[src/sv/clb_pkg.sv]
// clb_pkg: shared types and constants of the core load balancer
// used by clb_div and core_load_balancer; no dependencies
`timescale 1ns / 1ps

package clb_pkg;

  // default sizing of the balancer
  localparam int MAX_CORES_DEF   = 32;
  localparam int WEIGHT_BITS_DEF = 48;

  // fixed port widths
  localparam int CORE_W  = 5;
  localparam int DELTA_W = 32;
  localparam int DIV_W   = 64;
  localparam int PADDR_W = 4;
  localparam int PDATA_W = 32;
  localparam int CFG_W   = 6;

  // operation codes
  typedef enum logic [1:0] {
    OP_PLAN     = 2'd0,
    OP_BALANCE  = 2'd1,
    OP_SCHEDULE = 2'd2,
    OP_CLEAR    = 2'd3
  } op_t;

  // register indexes on the apb port
  localparam logic [1:0] REG_ENABLE = 2'd0;
  localparam logic [1:0] REG_ACTIVE = 2'd1;
  localparam logic [1:0] REG_NODE   = 2'd2;

  // register reset values
  localparam logic             ENABLE_RST = 1'b1;
  localparam logic [CFG_W-1:0] ACTIVE_RST = 6'd32;
  localparam logic [CFG_W-1:0] NODE_RST   = 6'd8;

  // divider handshake
  typedef struct packed {
    logic busy;
    logic done;
  } div_stat_t;

endpackage

[src/sv/clb_div.sv]
// clb_div: 64-bit unsigned restoring divider, one quotient bit per cycle
// depends on clb_pkg
`timescale 1ns / 1ps

module clb_div (
  input  logic                       clk,
  input  logic                       rst_n,
  input  logic                       start,
  input  logic [clb_pkg::DIV_W-1:0]  dividend,
  input  logic [clb_pkg::DIV_W-1:0]  divisor,
  output clb_pkg::div_stat_t         stat,
  output logic [clb_pkg::DIV_W-1:0]  quotient,
  output logic [clb_pkg::DIV_W-1:0]  remainder
);
  import clb_pkg::*;

  localparam int CNT_W = $clog2(DIV_W + 1);

  logic [DIV_W-1:0] quo_r, quo_nxt;
  logic [DIV_W-1:0] rem_r, rem_nxt;
  logic [DIV_W-1:0] dvs_r, dvs_nxt;
  logic [CNT_W-1:0] cnt_r, cnt_nxt;
  logic             busy_r, busy_nxt;
  logic             done_r, done_nxt;
  logic [DIV_W:0]   shifted;
  logic [DIV_W+1:0] trial;

  // one shift and trial subtract per cycle
  always_comb begin
    shifted  = {rem_r, quo_r[DIV_W-1]};
    trial    = {1'b0, shifted} - {2'b00, dvs_r};
    quo_nxt  = quo_r;
    rem_nxt  = rem_r;
    dvs_nxt  = dvs_r;
    cnt_nxt  = cnt_r;
    busy_nxt = busy_r;
    done_nxt = 1'b0;
    if (start) begin
      quo_nxt  = dividend;
      rem_nxt  = '0;
      dvs_nxt  = divisor;
      cnt_nxt  = CNT_W'(DIV_W);
      busy_nxt = 1'b1;
    end else if (busy_r) begin
      if (!trial[DIV_W+1]) begin
        rem_nxt = trial[DIV_W-1:0];
      end else begin
        rem_nxt = shifted[DIV_W-1:0];
      end
      quo_nxt = {quo_r[DIV_W-2:0], !trial[DIV_W+1]};
      cnt_nxt = cnt_r - 1'b1;
      if (cnt_r == CNT_W'(1)) begin
        busy_nxt = 1'b0;
        done_nxt = 1'b1;
      end
    end
  end

  // control state
  always_ff @(posedge clk) begin
    if (!rst_n) begin
      busy_r <= 1'b0;
      done_r <= 1'b0;
      cnt_r  <= '0;
    end else begin
      busy_r <= busy_nxt;
      done_r <= done_nxt;
      cnt_r  <= cnt_nxt;
    end
  end

  // datapath
  always_ff @(posedge clk) begin
    quo_r <= quo_nxt;
    rem_r <= rem_nxt;
    dvs_r <= dvs_nxt;
  end

  assign stat.busy = busy_r;
  assign stat.done = done_r;
  assign quotient  = quo_r;
  assign remainder = rem_r;

endmodule
[config.mk]
export PLATFORM = sky130hd
export DESIGN_NAME = clb_div
export DESIGN_NICKNAME = d
export VERILOG_FILES = /design/src/sv/clb_pkg.sv /design/src/sv/clb_div.sv
export SDC_FILE = /design/constraint.sdc
export NUM_CORES = 1
export LEC_CHECK = 0
export BUFFER_PORTS_ARGS = -buffer_cell sky130_fd_sc_hd__buf_2
export CAP_MARGIN = 20
export CORE_ASPECT_RATIO = 1.5
export CORE_MARGIN = 10
export CORE_UTILIZATION = 35
export CTS_CLUSTER_SIZE = 30
export DETAILED_ROUTE_END_ITERATION = 7
export PLACE_DENSITY = 0.62
export SYNTH_ARGS = -nofsm -noshare
export SYNTH_HDL_FRONTEND = slang
export SYNTH_SLANG_ARGS = --single-unit
[constraint.sdc]
create_clock -name clk -period 3.8 [get_ports clk]
set_clock_uncertainty 0.05 [all_clocks]
set_input_delay 0.38 -clock clk [delete_from_list [all_inputs] [get_ports clk]]
set_output_delay 0.38 -clock clk [all_outputs]
set_load 0.02 [all_outputs]
Word-level counts from Yosys, hierarchy flattened
Index checks and enable logic that the tools add are counted.
- flip-flop bits (word level): 201
- latch bits: 0
- RAM bits: 0
- ROM bits: 0
- input bits: 131
- output and inout port bits: 130
- logic and storage cells: 25
- memories: 0
- add/subtract/negate cells: 2
- multipliers: 0
- divide/modulo/power cells: 0
- magnitude comparators: 0
- eq/ne operators: 1
- shift-type cells: 0
- muxes and demuxes: 9
- bitwise operators: 2
- reduce and logical (&&, ||, !) cells: 4
- operators by type and width (cell ; count):
    $mux 64 ; 3
    $sub 65x64->66 ; 1
    $mux 7 ; 2
    $eq 7x1->1 const B ; 1
    $sub 7x1->7 const B ; 1
    $mux 1 ; 4
    $reduce_or 3->1 ; 1
    $not 1->1 ; 2
    $reduce_bool 2->1 ; 1
    $reduce_or 2->1 ; 1
    $logic_not 1->1 ; 1

Longest topological paths before layout
Gate-level depths: netlist of run 1.
- depth after elaboration: 4
- mapped depth: 15
- mapped depth without buffers: 14

Least setup slack after synthesis of run 1
No wires, ideal clock.
- path kind: flip-flop to flip-flop
- start point: register quo_r[63] (netlist: quotient[63])
- end point: register rem_r[52] (netlist: remainder[52])
- setup time: 0.069 ns
- arrival time: 3.162 ns
- data required time: 3.681 ns
- slack: 0.519 ns
- cell stages (with the launch flop): 15
- buffers on the path: 0
- clock period less this slack: 3.281 ns
- cells stage by stage: edfxtp_1 inv_1 ha_1 inv_1 fa_1 a211oi_1 o21ba_2 o2111ai_1 a21oi_2 a31oi_1 a211o_1 and4_1 a2111oi_0 o21ai_0 o21ai_1
- word-level cells in the longest chain between the ends: 2
- ends and longest elaborated chain (item ; line ; source):
    start, declared ; clb_div.sv:19 ; logic [DIV_W-1:0] quo_r, quo_nxt;
    start signal, assigned ; clb_div.sv:74 ; quo_r <= quo_nxt;
    $sub 65x64->66 ; clb_div.sv:31 ; trial = {1'b0, shifted} - {2'b00, dvs_r};
    $mux 64 ; clb_div.sv:45 ; if (!trial[DIV_W+1]) begin
    end signal, assigned ; clb_div.sv:75 ; rem_r <= rem_nxt;
    end, declared ; clb_div.sv:20 ; logic [DIV_W-1:0] rem_r, rem_nxt;
No other way between the ends.
A chain may end at the register's enable or synchronous reset.

Worst setup path after layout of run 1
Ends and elaborated chain as after synthesis.

==> impl_results.md, run 1 <==
* Outcome: complete, no violations
* Die X at around 170 um
* Hold_sp: rst_n
* Compound-gate portion of the synthesized area at 0.2015
* Clock sink count at between 200 and 250
* Most frequently used flop master after synthesis: edfxtp_1
* Crit path max fanout at 3
* Hold Path Class: in -> reg
* Filler Cell Count at 3319
* Vias in the first global route at around 11000
* Maximum operating frequency at between 0.2 and 0.3 GHz
* I/O Buffers at 260
* TritonRoute pass-1 iters at 5
* WP data required at between 4 and 5 ns
* CTS tree: yes
* Largest family of logic cells by synthesized area: compound AO/OA/AOI/OAI gates
* Total number of vias at ~11000
* CTS Buffer Depth at 3
* HPWL after detailed placement at roughly 30 mm
* Layout cells sized above 1 at 0.2692
* Routed vias/inst at around 5.5
* Slew Limit Fails at 0
* CTS root buf: clkbuf_16
* Post-route DRC at 0
* Slew @ Worst Pin at 1.035 ns
* Post-Synth Simple-Gate Area at 0.1311
* Antenna viol nets, final at 0
* Syn_nets at around 1400
* CP endpoint kind: flip-flop
* Total power at ~6.4 mW
* Core ar. at ~34000 um^2
* Largest net degree at the start of global routing at a little over 80
* Synth area leaders: edfxtp_1 32%, dfxtp_1 12%, ha_1 6.8%, mux2_2 5.9%, a21oi_1 3.6%
* FF-to-FF End: remainder[52]
* Global-route wire length before repair at between 60 and 70 mm
* Worst-path clk slew at about 0.060 ns
* Synth Instances at around 1200
* Critical Path Slowest Stage Cell: fa_1
* DR WL/cell at 20.29 um
* Critical path type: reg -> reg
* Peak VDD IR at ~0.00038 V
* Cts bufs inserted at 24
* Dpl ws at 0.1580 ns
* Hold path depth at 2
* Synth Area in XOR/XNOR at 0.04327
* Routability cong. at approximately 0.9
* Sequential element share of the synthesized area at 0.4368
* CTS H-tree lvls at 1
* Area grow syn2layout at 26.21%
* Critical path's most frequent cell: inv_1
* Max-capacitance violation count at 0
* Crit-path cells: inv_1 > ha_1 > inv_1 > fa_1 > a211oi_2 > o21ba_2 > o2111ai_1 > a21oi_2 > a31oi_2 > a211o_1 > and4_1 > a2111oi_0 > o21ai_0 > o21ai_1
* Fin nets at between 1500 and 2000
* GRT Total Usage at 0.1840
* PnR worst setup slack at 0.2224 ns
* Synth Cell Area at approximately 12000 um^2
* Multiplexer area fraction after synthesis at 0.06016
* Ys async rst share at 0
* Critical path's top delay family: compound AO/OA/AOI/OAI gates
* Syn. warnings at 0
* P_leak at around 6.6 nW
* Row cnt at a little over 80
* Initial antenna violation count at 3
* Crit path DAT at 3.98 ns
* Relative slew slack at 0.3098
* Grt total ovfl at 0
* Period utilization at 0.9415
* Hold EP: busy_r
* I/O pin cnt at 261
* Final worst path period need at roughly 3.6 ns
* Setup TNS at 0 ns
* Die H at 248.1 um
* Top-count cell post-synth: edfxtp_1
* Buf/Inv on CP at 2
* Max incr delay on CP at between 0.4 and 0.5 ns
* Post-synth EDFFs at 128
* Post-synth cell types at 77
* Initial Util at 0.3544
* Critical Path Source Type: flip-flop
* Skew-Pair Late Insertion Delay at 0.56 ns
* Drt initial violations at 546
* Post-synth top area share at 0.3165
* Adder-Cell Fraction of Synth Area at 0.06964
* Final setup viols at 0
* Routed wire length at 40.38 mm
* Mapped Avg Cell Area at a little under 10 um^2
* Die area at around 43000 um^2
* Synth area leader: edfxtp_1
* Worst r2r path cells at 14
* RR Startpoint: quotient[63]
* Most frequent cells after synthesis: 128 x edfxtp_1, 87 x a21oi_1, 87 x nand2_1
* Power Density at around 420 nW/um^2
* Reg2reg setup slack at 0.22 ns
* Final hold violation count at 0
* Yosys reg bits at around 200
* Hold slack at approximately 0.039 ns
[layer usage]
metal  vias up  routed length (um)  GRT usage
li1       5257                   -          -
met1      5133               15260     0.2014
met2       422               20660     0.3304
met3        66                3286    0.05356
met4         2                1158    0.06356
met5         -                   7          0
[logic make-up (layout without fill, tap and decap cells)]
| kind of cell | Yosys count | count (layout) |
|---|---|---|
| other | 0 | 1 |
| adder cells (fa/ha/maj) | 67 | 67 |
| flip-flops | 201 | 201 |
| multiplexers | 65 | 65 |
| AND/OR/NAND/NOR | 327 | 327 |
| buffers and inverters | 160 | 483 |
| XOR/XNOR | 60 | 60 |
| AO/OA/AOI/OAI | 361 | 361 |
[where the power goes]
group / switching, mW / total [mW] / internal (mW)
clock: 0.972 / 2.34 / 1.36
sequential: 0.118 / 2.64 / 2.52
combinational: 0.871 / 1.46 / 0.594
[cell type report]
cell class                 instances  area, um^2  share of cell area
clock buffer                      26       608.1             0.03967
clock inverter                    17       178.9             0.01167
multi-input combinational        880        6165              0.4022
tap                              425       531.8             0.03469
antenna                            1       2.502           0.0001633
sequential                       201        5309              0.3463
timing repair buffer             354        2211              0.1442
inverter                          86       322.8             0.02106
[sequential cells by signal, indices dropped and copies added, names as in the netlist]
register   count
remainder     64
done_r         1
cnt_r          7
quotient      64
busy_r         1
dvs_r         64
[cell usage in the layout (no fill, tap or decap), types with 8 or more instances in the layout]
cell type / n
nor2_1: 76
buf_4: 27
a31oi_1: 9
nor3_1: 17
o21ai_0: 55
o311ai_0: 12
clkbuf_16: 24
dfxtp_1: 72
a21o_1: 30
o21bai_1: 15
nand3_1: 56
a311oi_1: 40
dlygate4sd3_1: 64
o211ai_1: 12
and3_1: 14
a21oi_1: 87
mux2_2: 64
xor2_1: 18
edfxtp_1: 128
nand2_1: 87
nor2b_1: 11
xnor2_1: 42
buf_2: 259
nand4_1: 28
inv_1: 85
o21a_1: 8
o21ai_1: 29
ha_1: 66
[per-stage QoR]
step,std cells,util,instance area [um^2]
final,1990,0.4473,15330
after global routing,1990,0.4473,15330
after CTS,1985,0.4460,15280
after detailed placement,1878,0.4043,13860
after floorplan,1241,-,12150
after global placement,1878,0.4043,13860
[how the worst max path moves through the flow]
stage	from	to	slack, ns	depth (start not counted)
finish	quotient[63]	remainder[52]	0.22	14
global route	quotient[63]	remainder[52]	-0.03	14
CTS	quotient[63]	remainder[52]	0.09	14
detailed placement	quotient[63]	remainder[52]	0.16	14
global placement	quotient[63]	remainder[52]	0.24	14
floorplan	quotient[63]	remainder[52]	0.52	14
[repair_timing]
action,4_1_cts,5_1_grt
setup endpoints to repair,0,3
hold buffers,64,0
hold endpoints to repair,64,0
setup buffers,0,4
gates resized for setup,0,2
Power figures use the tool's default switching activity.
==> inputs of run 2 (changes only) <==
- BUFFER_PORTS_ARGS: -buffer_cell sky130_fd_sc_hd__buf_2 -> -buffer_cell sky130_fd_sc_hd__buf_4
- CORE_MARGIN: 10 -> 2
==> impl_results.md, run 2 (synthesis gave the netlist of run 1 again) <==
* Critical Path Slowest Stage Cell: ha_1
* Pint at around 4.4 mW
* Area grow syn2layout at 30.14%
* Clock power frac at 0.336
* Final Core Density at 0.4612
* Maximum operating frequency at around 0.28 GHz
* Most frequent cells in the layout: 281 x buf_4, 128 x edfxtp_1, 87 x nand2_1, 87 x a21oi_1, 85 x inv_1
* CP endpoint kind: flip-flop
* Routed vias/inst at 5.407
* Vias in the first global route at about 11000
* Cts bufs inserted at 23
* Grt total ovfl at 0
* Skew-Pair Late Insertion Delay at between 0.5 and 0.6 ns
* Hold Path Class: in -> reg
* Drt initial violations at about 500
* Antenna viol nets, final at 0
* Psw at 1.913 mW
* Post-route cell area at roughly 16000 um^2
* Final setup viols at 0
* Period utilization at 0.9386
* Die X at about 160 um
* CTS tree: yes
* Commonest non-fill, non-tap cell in the layout: buf_4
* Worst-path clk slew at approximately 0.060 ns
* Initial antenna violation count at 0
* Largest net degree at the start of global routing at 144
* Dpl ws at approximately 0.18 ns
* Routability cong. at between 0.9 and 1
* Slew Limit Fails at 0
* # placed instances at approximately 1900
* Post-route DRC at 0
* Antenna diodes at 0
* DR WL/cell at around 19 um
* HPWL after detailed placement at about 28 mm
* CTS root buf: clkbuf_16
* Slew @ Worst Pin at just over 1 ns
* TritonRoute pass-1 iters at 5
* I/O Buffers at 260
* I/O pin cnt at around 260
* Critical Path Source Type: flip-flop
* Final worst path period need at 3.567 ns
* Peak VDD IR at just over 0.0004 V
* Critical path type: reg -> reg
* Flop pwr share at 0.419
* Outcome: complete, no violations
* Max incr delay on CP at approximately 0.45 ns
* Post-Layout Cell Count at ~2000
* Die area at approximately 36000 um^2
* Global-route wire length before repair at between 50 and 60 mm
* WP data required at 4.17 ns
* GRT Total Usage at 0.2075
* Hold slack at ~0.024 ns
* PnR worst setup slack at about 0.23 ns
* P_leak at 6.665 nW
* Final hold violation count at 0
* Crit-path cells: inv_1 > ha_1 > nand4_1 > nor3_2 > and4b_1 > a31oi_1 > o21a_1 > nand3b_2 > a21oi_4 > buf_4 > o31ai_4 > buf_4 > o211ai_1 > a311oi_1
* CTS H-tree lvls at 1
* Row cnt at 83
* RSZ-0062 raised after global routing: false
* Total number of vias at about 11000
* Fin nets at 1738
* Setup TNS at 0 ns
* Max-capacitance violation count at 0
* CTS Buffer Depth at 3
* Sw Ratio at 0.3028
* Crit path DAT at just under 4 ns
* Die H at around 230 um
* Initial Util at 0.3544
* Crit path max fanout at 30
* Power Density at about 400 nW/um^2
* Critical path's most frequent cell: buf_4
* Clock sink count at ~200
* Comb pwr share at 0.244
* Relative slew slack at 0.3078
* Total power at between 6 and 7 mW
* Layout cells sized above 1 at 0.2609
* Routed wire length at ~38 mm
* Core ar. at between 30000 and 40000 um^2
* DP Area at between 10000 and 15000 um^2
## run 2: cell count changes in the layout (fill, tap and decap cells not counted), sizes merged, moves of 2 or more
cell,change
buf,-6
bufinv,-2
clkbuf,+9
clkinv,-9
## run 2: cell type report
type / instances / area, um^2
fillers: 3275 / 18460
multi-input cells: 880 / 6158
flip-flops and latches: 201 / 5309
repair buffers: 348 / 2801
clock buffers: 35 / 620.6
well taps: 425 / 531.8
inverters: 86 / 322.8
clock inverters: 6 / 62.56
## run 2: power by group through the flow
stage	combinational, mW	clock (mW)	sequential (mW)
after floorplan	0.818	0	2.79
final	1.54	2.13	2.65
after CTS	1.54	2.18	2.65
after detailed placement	1.48	0	2.70
after global placement	1.47	0	2.69
after global routing	1.68	2.24	2.68
## run 2: metal layers
metal	up-vias	part of all wire	global-route usage
met1	5080	0.39	0.2313
met3	59	0.063	0.04535
met5	-	0	0
met2	337	0.52	0.3874
li1	5236	-	-
met4	0	0.028	0.06766
## run 2: worst paths after layout
path | start | endpoint | slack, ns | depth (start not counted)
worst max register to register | dvs_r[22] | remainder[35] | 0.23 | 14
worst min register to register | cnt_r[0] | cnt_r[0] | 0.44 | 2
worst min-delay path | rst_n | busy_r | 0.02 | 2
worst max-delay path | dvs_r[22] | remainder[35] | 0.23 | 14
## run 2: worst max-delay path, delay by kind of cell, from the launching register on
kind / cells / cell delay (ns)
adder cells (fa/ha/maj): 1 / 0.45
AND/OR/NAND/NOR: 4 / 0.95
AO/OA/AOI/OAI: 6 / 1.01
buffers and inverters: 3 / 0.58
flip-flops: 1 / 0.34
## run 2: repair_timing
| action | in CTS | in global routing |
|---|---|---|
| buffers inserted | 0 | 2 |
| endpoints found under the setup margin | 0 | 3 |
| resized for setup | 0 | 1 |
| endpoints found under the hold margin | 64 | 0 |
| hold buffers | 64 | 0 |
